### src/rtl/hidrb_pkg.sv
// hidrb_pkg: shared types and constants of the hid input report builder
// operation codes, result kinds, report ids and the command passed front to back
// no dependencies
package hidrb_pkg;

  typedef enum logic [3:0] {
    OP_KB_PRESS       = 4'd0,
    OP_KB_RELEASE     = 4'd1,
    OP_KB_RELEASE_ALL = 4'd2,
    OP_MOVE           = 4'd3,
    OP_M_PRESS        = 4'd4,
    OP_M_RELEASE      = 4'd5,
    OP_SCROLL         = 4'd6,
    OP_C_PRESS        = 4'd7,
    OP_C_RELEASE      = 4'd8,
    OP_WAKEUP         = 4'd9,
    OP_SUSPEND        = 4'd10
  } op_t;

  // event class decided by the front end
  typedef enum logic [2:0] {
    CLS_KEYBOARD,
    CLS_MOUSE,
    CLS_CONSUMER,
    CLS_LINK,
    CLS_OTHER
  } cls_t;

  localparam logic [1:0] KIND_BYTE    = 2'd0;
  localparam logic [1:0] KIND_REFUSED = 2'd1;
  localparam logic [1:0] KIND_ACK     = 2'd2;

  localparam logic [7:0] ID_KEYBOARD = 8'd1;
  localparam logic [7:0] ID_MOUSE    = 8'd2;
  localparam logic [7:0] ID_CONSUMER = 8'd3;

  localparam int MOUSE_LEN = 5;

  typedef struct packed {
    cls_t        cls;
    op_t         op;
    logic [15:0] key_code;
    logic [7:0]  mouse_button_mask;
    logic [7:0]  delta_x;
    logic [7:0]  delta_y;
    logic [7:0]  wheel_delta;
  } cmd_t;

endpackage

### src/rtl/hidrb_front.sv
// hidrb_front: input register that accepts events and classifies them
// produces hidrb_pkg::cmd_t for the command queue
// depends on hidrb_pkg
module hidrb_front (
  input  logic               clk,
  input  logic               rst,
  input  logic               in_valid,
  output logic               in_ready,
  input  logic [3:0]         in_op,
  input  logic [47:0]        in_data,
  output logic               cmd_valid,
  input  logic               cmd_ready,
  output hidrb_pkg::cmd_t    cmd
);

  hidrb_pkg::cls_t cls_next;
  hidrb_pkg::op_t  op_in;

  assign op_in    = hidrb_pkg::op_t'(in_op);
  assign in_ready = !cmd_valid || cmd_ready;

  always_comb begin
    case (op_in)
      hidrb_pkg::OP_KB_PRESS, hidrb_pkg::OP_KB_RELEASE,
      hidrb_pkg::OP_KB_RELEASE_ALL:                      cls_next = hidrb_pkg::CLS_KEYBOARD;
      hidrb_pkg::OP_MOVE, hidrb_pkg::OP_M_PRESS,
      hidrb_pkg::OP_M_RELEASE, hidrb_pkg::OP_SCROLL:     cls_next = hidrb_pkg::CLS_MOUSE;
      hidrb_pkg::OP_C_PRESS, hidrb_pkg::OP_C_RELEASE:    cls_next = hidrb_pkg::CLS_CONSUMER;
      hidrb_pkg::OP_WAKEUP, hidrb_pkg::OP_SUSPEND:       cls_next = hidrb_pkg::CLS_LINK;
      default:                                           cls_next = hidrb_pkg::CLS_OTHER;
    endcase
  end

  always_ff @(posedge clk) begin
    if (rst) begin
      cmd_valid <= 1'b0;
    end else if (in_ready) begin
      cmd_valid <= in_valid;
    end
  end

  always_ff @(posedge clk) begin
    if (in_valid && in_ready) begin
      cmd.cls               <= cls_next;
      cmd.op                <= op_in;
      cmd.key_code          <= in_data[15:0];
      cmd.mouse_button_mask <= in_data[23:16];
      cmd.delta_x           <= in_data[31:24];
      cmd.delta_y           <= in_data[39:32];
      cmd.wheel_delta       <= in_data[47:40];
    end
  end

endmodule

### src/rtl/hidrb_queue.sv
// hidrb_queue: two-entry command queue between front and back
// decouples event intake from report emission
// depends on hidrb_pkg
module hidrb_queue (
  input  logic            clk,
  input  logic            rst,
  input  logic            wr_valid,
  output logic            wr_ready,
  input  hidrb_pkg::cmd_t wr_cmd,
  output logic            rd_valid,
  input  logic            rd_pop,
  output hidrb_pkg::cmd_t rd_cmd
);

  localparam int DEPTH = 2;
  localparam int PTR_W = $clog2(DEPTH);
  localparam int CNT_W = $clog2(DEPTH + 1);

  hidrb_pkg::cmd_t   entries [DEPTH];
  logic [PTR_W-1:0]  wr_ptr;
  logic [PTR_W-1:0]  rd_ptr;
  logic [CNT_W-1:0]  count;
  logic              push;
  logic              pop;

  assign wr_ready = (count != CNT_W'(DEPTH));
  assign rd_valid = (count != '0);
  assign push     = wr_valid && wr_ready;
  assign pop      = rd_pop && rd_valid;
  assign rd_cmd   = entries[rd_ptr];

  always_ff @(posedge clk) begin
    if (rst) begin
      wr_ptr <= '0;
      rd_ptr <= '0;
      count  <= '0;
    end else begin
      if (push) begin
        wr_ptr <= (wr_ptr == PTR_W'(DEPTH - 1)) ? '0 : wr_ptr + 1'b1;
      end
      if (pop) begin
        rd_ptr <= (rd_ptr == PTR_W'(DEPTH - 1)) ? '0 : rd_ptr + 1'b1;
      end
      if (push && !pop) begin
        count <= count + 1'b1;
      end else if (pop && !push) begin
        count <= count - 1'b1;
      end
    end
  end

  always_ff @(posedge clk) begin
    if (push) begin
      entries[wr_ptr] <= wr_cmd;
    end
  end

endmodule

### src/rtl/hidrb_back.sv
// hidrb_back: report state, event execution and byte-serial report output
// takes commands from hidrb_queue, drives the result stream register
// depends on hidrb_pkg
module hidrb_back #(
  parameter int KEY_SLOTS      = 6,
  parameter int CONSUMER_SLOTS = 2
) (
  input  logic            clk,
  input  logic            rst,
  input  logic            q_valid,
  output logic            q_pop,
  input  hidrb_pkg::cmd_t q_cmd,
  output logic            out_valid,
  input  logic            out_ready,
  output logic [1:0]      out_kind,
  output logic [7:0]      out_byte,
  output logic            out_last,
  output logic            out_link_up
);

  localparam int KB_LEN  = 3 + KEY_SLOTS;
  localparam int CC_LEN  = 1 + 2 * CONSUMER_SLOTS;
  localparam int LEN_A   = (KB_LEN > hidrb_pkg::MOUSE_LEN) ? KB_LEN : hidrb_pkg::MOUSE_LEN;
  localparam int LEN_MAX = (LEN_A > CC_LEN) ? LEN_A : CC_LEN;
  localparam int IDX_W   = $clog2(LEN_MAX);

  typedef enum logic {
    ST_IDLE,
    ST_EMIT
  } state_t;

  state_t           state;
  logic [IDX_W-1:0] idx;
  logic [IDX_W-1:0] last_idx;
  logic [IDX_W-1:0] last_idx_next;
  logic [1:0]       res_kind;
  logic [1:0]       res_kind_next;
  hidrb_pkg::cls_t  rep_cls;
  logic [7:0]       rep_dx;
  logic [7:0]       rep_dy;
  logic [7:0]       rep_wh;

  logic [7:0]  key_slots [KEY_SLOTS];
  logic [7:0]  key_slots_next [KEY_SLOTS];
  logic [7:0]  modifier_bits;
  logic [7:0]  modifier_bits_next;
  logic [7:0]  mouse_buttons_held;
  logic [7:0]  mouse_buttons_held_next;
  logic [15:0] consumer_slots [CONSUMER_SLOTS];
  logic [15:0] consumer_slots_next [CONSUMER_SLOTS];
  logic        connected;
  logic        connected_next;

  logic [7:0]  key;
  logic [7:0]  mods;
  logic        hit;
  logic        out_free;
  logic [7:0]  byte_sel;

  assign key      = q_cmd.key_code[7:0];
  assign mods     = q_cmd.key_code[15:8];
  assign q_pop    = (state == ST_IDLE) && q_valid;
  assign out_free = !out_valid || out_ready;

  // state update for the command at the head of the queue
  always_comb begin
    key_slots_next          = key_slots;
    consumer_slots_next     = consumer_slots;
    modifier_bits_next      = modifier_bits;
    mouse_buttons_held_next = mouse_buttons_held;
    connected_next          = connected;
    hit                     = 1'b0;
    case (q_cmd.op)
      hidrb_pkg::OP_KB_PRESS: begin
        for (int i = 0; i < KEY_SLOTS; i++) begin
          if (!hit && key_slots[i] == 8'h00) begin
            key_slots_next[i] = key;
            hit               = 1'b1;
          end
        end
        modifier_bits_next = modifier_bits | mods;
      end
      hidrb_pkg::OP_KB_RELEASE: begin
        for (int i = 0; i < KEY_SLOTS; i++) begin
          if (!hit && key_slots[i] == key) begin
            key_slots_next[i] = 8'h00;
            hit               = 1'b1;
          end
        end
        modifier_bits_next = modifier_bits & ~mods;
      end
      hidrb_pkg::OP_KB_RELEASE_ALL: begin
        for (int i = 0; i < KEY_SLOTS; i++) begin
          key_slots_next[i] = 8'h00;
        end
        modifier_bits_next = 8'h00;
      end
      hidrb_pkg::OP_M_PRESS: begin
        mouse_buttons_held_next = mouse_buttons_held | q_cmd.mouse_button_mask;
      end
      hidrb_pkg::OP_M_RELEASE: begin
        mouse_buttons_held_next = mouse_buttons_held & ~q_cmd.mouse_button_mask;
      end
      hidrb_pkg::OP_C_PRESS: begin
        for (int i = 0; i < CONSUMER_SLOTS; i++) begin
          if (!hit && consumer_slots[i] == 16'h0000) begin
            consumer_slots_next[i] = q_cmd.key_code;
            hit                    = 1'b1;
          end
        end
      end
      hidrb_pkg::OP_C_RELEASE: begin
        for (int i = 0; i < CONSUMER_SLOTS; i++) begin
          if (!hit && consumer_slots[i] == q_cmd.key_code) begin
            consumer_slots_next[i] = 16'h0000;
            hit                    = 1'b1;
          end
        end
      end
      hidrb_pkg::OP_WAKEUP:  connected_next = 1'b1;
      hidrb_pkg::OP_SUSPEND: connected_next = 1'b0;
      default: ;
    endcase
  end

  // result shape: a full report, or a single refusal or acknowledge
  always_comb begin
    res_kind_next = hidrb_pkg::KIND_BYTE;
    last_idx_next = '0;
    case (q_cmd.cls)
      hidrb_pkg::CLS_KEYBOARD: last_idx_next = IDX_W'(KB_LEN - 1);
      hidrb_pkg::CLS_MOUSE:    last_idx_next = IDX_W'(hidrb_pkg::MOUSE_LEN - 1);
      hidrb_pkg::CLS_CONSUMER: last_idx_next = IDX_W'(CC_LEN - 1);
      default:                 res_kind_next = hidrb_pkg::KIND_ACK;
    endcase
    if (res_kind_next == hidrb_pkg::KIND_BYTE && !connected) begin
      res_kind_next = hidrb_pkg::KIND_REFUSED;
      last_idx_next = '0;
    end
  end

  // report byte at the current position
  always_comb begin
    byte_sel = 8'h00;
    case (rep_cls)
      hidrb_pkg::CLS_KEYBOARD: begin
        if (idx == '0) begin
          byte_sel = hidrb_pkg::ID_KEYBOARD;
        end else if (idx == IDX_W'(1)) begin
          byte_sel = modifier_bits;
        end
        for (int i = 0; i < KEY_SLOTS; i++) begin
          if (idx == IDX_W'(3 + i)) begin
            byte_sel = key_slots[i];
          end
        end
      end
      hidrb_pkg::CLS_MOUSE: begin
        if (idx == '0) begin
          byte_sel = hidrb_pkg::ID_MOUSE;
        end else if (idx == IDX_W'(1)) begin
          byte_sel = mouse_buttons_held;
        end else if (idx == IDX_W'(2)) begin
          byte_sel = rep_dx;
        end else if (idx == IDX_W'(3)) begin
          byte_sel = rep_dy;
        end else if (idx == IDX_W'(4)) begin
          byte_sel = rep_wh;
        end
      end
      hidrb_pkg::CLS_CONSUMER: begin
        if (idx == '0) begin
          byte_sel = hidrb_pkg::ID_CONSUMER;
        end
        for (int i = 0; i < CONSUMER_SLOTS; i++) begin
          if (idx == IDX_W'(1 + 2 * i)) begin
            byte_sel = consumer_slots[i][7:0];
          end else if (idx == IDX_W'(2 + 2 * i)) begin
            byte_sel = consumer_slots[i][15:8];
          end
        end
      end
      default: byte_sel = 8'h00;
    endcase
    if (res_kind != hidrb_pkg::KIND_BYTE) begin
      byte_sel = 8'h00;
    end
  end

  always_ff @(posedge clk) begin
    if (rst) begin
      state              <= ST_IDLE;
      out_valid          <= 1'b0;
      out_kind           <= hidrb_pkg::KIND_BYTE;
      out_byte           <= 8'h00;
      out_last           <= 1'b0;
      out_link_up        <= 1'b0;
      modifier_bits      <= 8'h00;
      mouse_buttons_held <= 8'h00;
      connected          <= 1'b0;
      for (int i = 0; i < KEY_SLOTS; i++) begin
        key_slots[i] <= 8'h00;
      end
      for (int i = 0; i < CONSUMER_SLOTS; i++) begin
        consumer_slots[i] <= 16'h0000;
      end
    end else begin
      // output register loads a new result or empties after its transfer
      if (state == ST_EMIT && out_free) begin
        out_valid <= 1'b1;
      end else if (out_ready) begin
        out_valid <= 1'b0;
      end
      case (state)
        ST_IDLE: begin
          if (q_valid) begin
            key_slots          <= key_slots_next;
            consumer_slots     <= consumer_slots_next;
            modifier_bits      <= modifier_bits_next;
            mouse_buttons_held <= mouse_buttons_held_next;
            connected          <= connected_next;
            state              <= ST_EMIT;
          end
        end
        ST_EMIT: begin
          if (out_free) begin
            out_kind    <= res_kind;
            out_byte    <= byte_sel;
            out_last    <= (idx == last_idx);
            out_link_up <= connected;
            if (idx == last_idx) begin
              state <= ST_IDLE;
            end
          end
        end
        default: state <= ST_IDLE;
      endcase
    end
  end

  // payload registers
  always_ff @(posedge clk) begin
    if (q_pop) begin
      idx      <= '0;
      last_idx <= last_idx_next;
      res_kind <= res_kind_next;
      rep_cls  <= q_cmd.cls;
      rep_dx   <= (q_cmd.op == hidrb_pkg::OP_MOVE) ? q_cmd.delta_x : 8'h00;
      rep_dy   <= (q_cmd.op == hidrb_pkg::OP_MOVE) ? q_cmd.delta_y : 8'h00;
      rep_wh   <= (q_cmd.op == hidrb_pkg::OP_SCROLL) ? q_cmd.wheel_delta : 8'h00;
    end else if (state == ST_EMIT && out_free) begin
      idx <= idx + 1'b1;
    end
  end

`ifndef SYNTHESIS
  a_byte_needs_link: assert property (@(posedge clk) disable iff (rst)
    (out_valid && out_kind == hidrb_pkg::KIND_BYTE) |-> out_link_up)
    else $error("report byte sent while disconnected");

  a_single_is_last: assert property (@(posedge clk) disable iff (rst)
    (out_valid && out_kind != hidrb_pkg::KIND_BYTE) |-> (out_last && out_byte == 8'h00))
    else $error("refusal or acknowledge not a single zero result");

  a_pop_starts_emit: assert property (@(posedge clk) disable iff (rst)
    q_pop |=> (state == ST_EMIT && idx == '0))
    else $error("command pop did not start emission");

  a_no_pop_while_busy: assert property (@(posedge clk) disable iff (rst)
    (state == ST_EMIT) |-> !q_pop)
    else $error("queue popped during emission");
`endif

endmodule

### src/rtl/hid_input_report_builder.sv
// hid_input_report_builder: top level over hidrb_front, hidrb_queue, hidrb_back and hidrb_pkg
// an input transfer passes the intake register, the queue and the back-end pop on its way to
// the output register; then one result per cycle while the receiver is ready
// results per event: 3 + KEY_SLOTS (keyboard), 5 (mouse), 1 + 2*CONSUMER_SLOTS (consumer),
// 1 (refusal or acknowledge); the back end pops the next event only after the last result
// reset: synchronous active-high rst clears report state and valid flags, drops the link
module hid_input_report_builder #(
  parameter int KEY_SLOTS      = 6,
  parameter int CONSUMER_SLOTS = 2
) (
  input  logic        clk,
  input  logic        rst,
  // event input
  input  logic        s_axis_tvalid,
  output logic        s_axis_tready,
  input  logic [47:0] s_axis_tdata,   // key_code[15:0], mouse_button_mask[23:16],
                                      // delta_x[31:24], delta_y[39:32], wheel_delta[47:40]
  input  logic [3:0]  s_axis_tuser,   // operation[3:0]
  // result output
  output logic        m_axis_tvalid,
  input  logic        m_axis_tready,
  output logic [15:0] m_axis_tdata,   // report_byte[7:0], link_up[8], zero[15:9]
  output logic [1:0]  m_axis_tuser,   // result_kind[1:0]
  output logic        m_axis_tlast    // last result of the event
);

  // front to queue
  logic            f_valid;
  logic            f_ready;
  hidrb_pkg::cmd_t f_cmd;

  // queue to back
  logic            q_valid;
  logic            q_pop;
  hidrb_pkg::cmd_t q_cmd;

  logic [7:0]      out_byte;
  logic            out_link_up;

  // intake register and event classification
  hidrb_front u_front (
    .clk       (clk),
    .rst       (rst),
    .in_valid  (s_axis_tvalid),
    .in_ready  (s_axis_tready),
    .in_op     (s_axis_tuser),
    .in_data   (s_axis_tdata),
    .cmd_valid (f_valid),
    .cmd_ready (f_ready),
    .cmd       (f_cmd)
  );

  // short command queue so intake keeps going while a report drains
  hidrb_queue u_queue (
    .clk      (clk),
    .rst      (rst),
    .wr_valid (f_valid),
    .wr_ready (f_ready),
    .wr_cmd   (f_cmd),
    .rd_valid (q_valid),
    .rd_pop   (q_pop),
    .rd_cmd   (q_cmd)
  );

  // state update and byte-serial report emission
  hidrb_back #(
    .KEY_SLOTS      (KEY_SLOTS),
    .CONSUMER_SLOTS (CONSUMER_SLOTS)
  ) u_back (
    .clk         (clk),
    .rst         (rst),
    .q_valid     (q_valid),
    .q_pop       (q_pop),
    .q_cmd       (q_cmd),
    .out_valid   (m_axis_tvalid),
    .out_ready   (m_axis_tready),
    .out_kind    (m_axis_tuser),
    .out_byte    (out_byte),
    .out_last    (m_axis_tlast),
    .out_link_up (out_link_up)
  );

  assign m_axis_tdata = {7'b0, out_link_up, out_byte};

endmodule
### config.mk
export PLATFORM = sky130hd
export DESIGN_NAME = hid_input_report_builder
export DESIGN_NICKNAME = d
export VERILOG_FILES = /design/src/rtl/hidrb_pkg.sv /design/src/rtl/hidrb_front.sv /design/src/rtl/hidrb_queue.sv /design/src/rtl/hidrb_back.sv /design/src/rtl/hid_input_report_builder.sv
export SDC_FILE = /design/constraint.sdc
export NUM_CORES = 1
export LEC_CHECK = 0
export BUFFER_PORTS_ARGS = -buffer_cell sky130_fd_sc_hd__buf_2
export CORE_AREA = 2 2 192 194
export DETAILED_ROUTE_END_ITERATION = 16
export DIE_AREA = 0 0 194 196
export PLACE_DENSITY_LB_ADDON = 0.08
export SYNTH_ARGS = -nofsm -noshare
export SYNTH_HDL_FRONTEND = slang
export SYNTH_SLANG_ARGS = --single-unit
### constraint.sdc
create_clock -name clk -period 6.5 [get_ports clk]
set_clock_uncertainty 0.2 [all_clocks]
set_input_delay 1.3 -clock clk [delete_from_list [all_inputs] [get_ports clk]]
set_output_delay 1.3 -clock clk [all_outputs]
set_load 0.01 [all_outputs]
; Yosys cells after proc, flatten, opt, wreduce, memory -nomap -nowiden
; Memories as Yosys holds them, arrays and structs flattened. A register that Yosys moved wholly into a read port is not among the register bits.
; Index checks and enable logic that the tools add are counted.
[word_totals]
reg_bits = 205
ramBits = 110
mem_bits_ro = 48
inputBits = 56
output_inout_bits = 21
wordCells = 251
mem_count = 2
[memory_table]
columns = memory, depth, word_bits, rd, rd_clocked_by_memory_dff, wr, line_no
row1 = u_queue.entries, 2, 55, 1, 1, 1, hidrb_queue.sv:19  ; hidrb_pkg::cmd_t entries [DEPTH];
row2 = (name not given), 16, 3, 1, 1, 0, hidrb_front.sv:23  ; case (op_in)
[classes]
add_sub_neg = 5
eq_ne = 48
mux = 81
n_bitwise = 7
reduce_logical = 74
[ops]
columns = op, n
row1 = $mux 8, 30
row2 = $pmux 48 s3, 1
row3 = $mux 16, 4
row4 = $pmux 32 s2, 1
row5 = $eq 8x8->1, 6
row6 = $logic_not 8->1, 6
row7 = $pmux 8 s3, 2
row8 = $reduce_and 5->1, 8
row9 = $mux 1, 35
row10 = $eq 16x16->1, 2
row11 = $eq 4x3->1 const B, 8
row12 = $logic_not 16->1, 2
row13 = $ne 2x1->1 const B, 16
row14 = $logic_and 1x1->1, 20
row15 = $logic_not 1->1, 17
row16 = $and 8x8->8, 2
row17 = $eq 4x2->1 const B, 4
row18 = $eq 4x4->1 const B, 4
row19 = $not 8->8, 2
row20 = $or 8x8->8, 2
row21 = $pmux 8 s2, 1
row22 = $reduce_bool 2->1, 7
row23 = $reduce_and 3->1, 3
row24 = $eq 4x1->1 const B, 2
row25 = 20 further kinds, 30

; Logic depth before layout (Yosys ltp)
[logic_depth]
word_depth = 23
ltp_mapped = 11

; Modules after synthesis
; From an unflattened synthesis, not the netlist that was laid out.
[hier_totals]
cells_unflattened = 1216
area_unflattened_um2 = 14416.3
[modules_own_cells]
columns = module, n_inst, cells_each, area_per_inst_um2, seq_area_each_um2
row1 = hidrb_back, 1, 943, 8398.1, 3233.1
row2 = hidrb_queue, 1, 195, 4187.8, 3403.3
row3 = hidrb_front, 1, 69, 1766.7, 1671.6
row4 = hid_input_report_builder, 1, 9, 63.8, 0.0

; Least setup slack after synthesis
; OpenSTA, ideal clock, no wires.
[synth_path]
path_kind = register -> register
startpoint = register u_queue.count[0]
endpoint = memory u_queue.entries[0][0] (netlist name) (enable)
setup_ns = 0.468
arrival_ns = 3.049
required_time_ns = 5.832
slack_ns = 2.783
path_stages_with_launch = 5
n_path_buf = 1
synth_period_minus_slack_ns = 3.717
cell_sequence = dfxtp_1 > clkbuf_1 > nand2b_1 > nand2_1 > nor2_1
[synth_via]
elab_chain_len = 4
[synth_lines]
columns = element, line_no
row1 = from (decl), hidrb_queue.sv:22  ; logic [CNT_W-1:0] count;
row2 = from (signal assigned), hidrb_queue.sv:45  ; count <= count + 1'b1;
row3 = from (signal assigned), hidrb_queue.sv:47  ; count <= count - 1'b1;
row4 = $ne 2x2->1, hidrb_queue.sv:26  ; assign wr_ready = (count != CNT_W'(DEPTH));
row5 = $logic_and 1x1->1, hidrb_queue.sv:28  ; assign push = wr_valid && wr_ready;
row6 = $mux 1, hidrb_queue.sv:53  ; if (push) begin
row7 = $mux 1 (implied by the code), hidrb_queue.sv:54  ; entries[wr_ptr] <= wr_cmd;
row8 = to (decl), hidrb_queue.sv:19
; Every way passes these cells.

==> run metrics <==
initial antenna violation count 0; Yosys cell types 75; WP data arrival 4050 ps; WL/cell 20.8 um; # diodes 0; synthesized area per cell 11.7 um2; CP required 6790 ps; H-tree depth 2; final setup TNS 0 ps; DIE AREA 38,000 um2; GRT Overall Usage 0.193; fin crit period 3760 ps; CTS tree built; routed vias roughly 9,600; DRT iter0 DRCs 627; area of the multi-input gates ~5500 um2; core area approximately 36,000 um2; Worst Path Max Fanout 36; Die X 194 um; Clock power frac 0.343; reg-to-reg slack, setup 2740 ps; Final Cell Area 16,200 um2; IO Port Bufs 69; Post-Syn Instances between 1,000 and 1,500; Synth Register Bits 317; Post-synth EDFFs 196; part of the power in registers 0.433; share of the yosys chip area belonging to registers 0.583; number of placement rows 70; CTS buffer count 38; endpoints failing setup 0; Final #Nets 1,339; WHS Endpoint u_queue.entries[0][23]$_DFFE_PP_; Final Util 0.448; Initial Utilization 0.395; gr ovfl total 0; Mapped Area roughly 14,000 um2; Final Wtd Congestion 0.856; total wire length 36,800 um; hold buffers post-CTS 0; Die Ht 196 um; cell count of the worst hold path 0; Post-CTS Resized 0; global-route wire length before repair 56,100 um; I/O pins 77; Reg2Reg Capture Point u_back.consumer_slots[16]$_SDFFE_PP0P_; pin count of the biggest net entering global routing just over 60; 1st-pass router iterations 5; Max Buffers Root-to-Sink 3; layout cells sized above 1 0.146; ANT nets after route 0; Main synth FF type edfxtp_1; hold path start u_front.cmd[23]$_DFFE_PP_; internal power 4.20 mW; Max Fclk 266 MHz; Yosys Warn Count 0; register area 8310 um2; Net Sw Power 1.92 mW; Worst-path clk slew 60 ps; fin. max-slew vios 0; VDD IR max around 0.29 mV; Worst Setup Start Kind flop; Area after DPL 14,900 um2; Pleak 5.59 nW; asr flop ratio synth 0; Setup Buffers After CTS 0; Final Cycle Share 0.579; sw frac 0.314; outcome finished, final reports clean; root buf cell clkbuf_16; Critical Path End Type flop; max_slew headroom 0.243; Max-cap violations 0; min-delay worst type reg -> reg; power per cell area 379 nW/um2; area grow syn2layout 13.5%; Filler cells 3,414; final hold vios 0; DR vias/cell around 5.4; total clock sinks roughly 320; vias in the first global route 9,154; Comb power frac 0.224; DRC viols 0; worst setup path category reg -> reg; hpwl dp between 20,000 and 30,000 um; Worst Reg-to-Reg Cells 7; clk_lat worst skew 560 ps; Worst-Margin Slew 1130 ps; RSZ-0062 raised after global routing false
[worst max-delay path, stage by stage (launching register included)]
cell     delay, ps
dfxtp_4        680
mux2i_4        420
nand2_1        330
nor2_4         740
o21ai_1        240
nor2_2         750
a22oi_1        210
nor2_1         120
[metal layers]
layer,up-vias,part of all wire,GRT usage
met5,-,0,0
met4,0,0.034,0.0805
met3,74,0.047,0.0291
met2,268,0.44,0.286
met1,4609,0.48,0.283
li1,4599,-,-
[flip-flops by register name, indices dropped and copies added, names as in the netlist, 2 cells and up, named ones only]
signal,count
u_back.rep_wh,8
u_queue.count,2
u_back.out_byte,8
u_back.rep_cls,3
u_front.cmd,55
u_back.res_kind,2
u_back.idx,4
u_back.modifier_bits,8
u_back.rep_dy,8
u_back.rep_dx,8
u_back.out_kind,2
u_back.last_idx,2
u_queue.entries,110
u_back.consumer_slots,32
u_back.key_slots,48
[cells in the mapped netlist, types with 10 or more instances]
library cell / count / area share
nor4_1: 25 / 0.011
dfxtp_1: 121 / 0.17
nand2_1: 94 / 0.025
edfxtp_1: 196 / 0.41
mux2i_1: 105 / 0.074
nand3_1: 34 / 0.012
inv_1: 21 / 0.0055
nand4_1: 10 / 0.0044
a22oi_1: 12 / 0.0063
or4_1: 11 / 0.0058
a221oi_1: 11 / 0.0068
xnor2_1: 76 / 0.047
buf_4: 16 / 0.0084
a21oi_1: 64 / 0.022
clkbuf_1: 32 / 0.0084
mux2_2: 10 / 0.0079
buf_6: 11 / 0.0087
o21ai_0: 51 / 0.018
a22oi_2: 10 / 0.0088
xor2_1: 13 / 0.0080
nor3_1: 11 / 0.0039
nor2_1: 141 / 0.037
[area by class of cell]
class | count | area share
inverter | 22 | 0.00511
tap | 468 | 0.0362
sequential | 317 | 0.514
clock buffer | 51 | 0.0643
multi-input combinational | 813 | 0.339
clock inverter | 18 | 0.0129
timing repair buffer | 85 | 0.0288
[cell families after synthesis]
logic type | after synthesis | synth area share
AND/OR/NAND/NOR | 370 | 0.128
multiplexers | 120 | 0.0884
AO/OA/AOI/OAI | 221 | 0.105
other | 1 | 0.000263
flip-flops | 317 | 0.583
adder cells (fa/ha/maj) | 6 | 0.00527
XOR/XNOR | 89 | 0.0547
buffers and inverters | 90 | 0.0350
[how the worst max path moves through the flow]
stage / end / slack (ps) / depth (start not counted)
2_1_floorplan: u_queue.entries[0][0]$_DFFE_PP_ / 2780 / 4
5_1_grt: u_back.consumer_slots[17]$_SDFFE_PP0P_ / 2390 / 7
4_1_cts: u_back.consumer_slots[16]$_SDFFE_PP0P_ / 2680 / 7
6_report: u_back.consumer_slots[16]$_SDFFE_PP0P_ / 2740 / 7
3_3_place_gp: u_back.consumer_slots[16]$_SDFFE_PP0P_ / 2710 / 7
3_5_place_dp: u_back.consumer_slots[16]$_SDFFE_PP0P_ / 2690 / 7
[cells in the final DEF, fill, tap and decap left out, drive strengths merged, types with 7 or more instances in the layout]
master and instances:
a211oi 7, a21oi 65, a221oi 11, a22oi 22
a311oi 8, a31oi 8, buf 85, clkbuf 51
clkinv 15, conb 7, dfxtp 121, edfxtp 196
inv 22, mux2 10, mux2i 110, nand2 95
nand3 35, nand3b 7, nand4 11, nor2 145
nor3 13, nor4 29, o211ai 7, o21ai 55
or4 11, xnor2 76, xor2 13
[through the flow]
step	hold WS, ps	power [mW]	setup slack (ps)	cells
final	242	6.12	2740	1774
after global routing	248	6.42	2390	1774
after CTS	245	6.19	2680	1774
after detailed placement	230	4.07	2690	1705
after global placement	227	4.06	2710	1705
after floorplan	221	3.66	2780	1220
[power by group through the flow]
stage | combinational, mW | sequential, mW | clock [mW]
after floorplan | 1.06 | 2.60 | 0
after global routing | 1.50 | 2.68 | 2.24
after global placement | 1.37 | 2.69 | 0
final | 1.37 | 2.65 | 2.10
after CTS | 1.38 | 2.65 | 2.16
after detailed placement | 1.38 | 2.69 | 0
(Power assumes the default switching activity.)
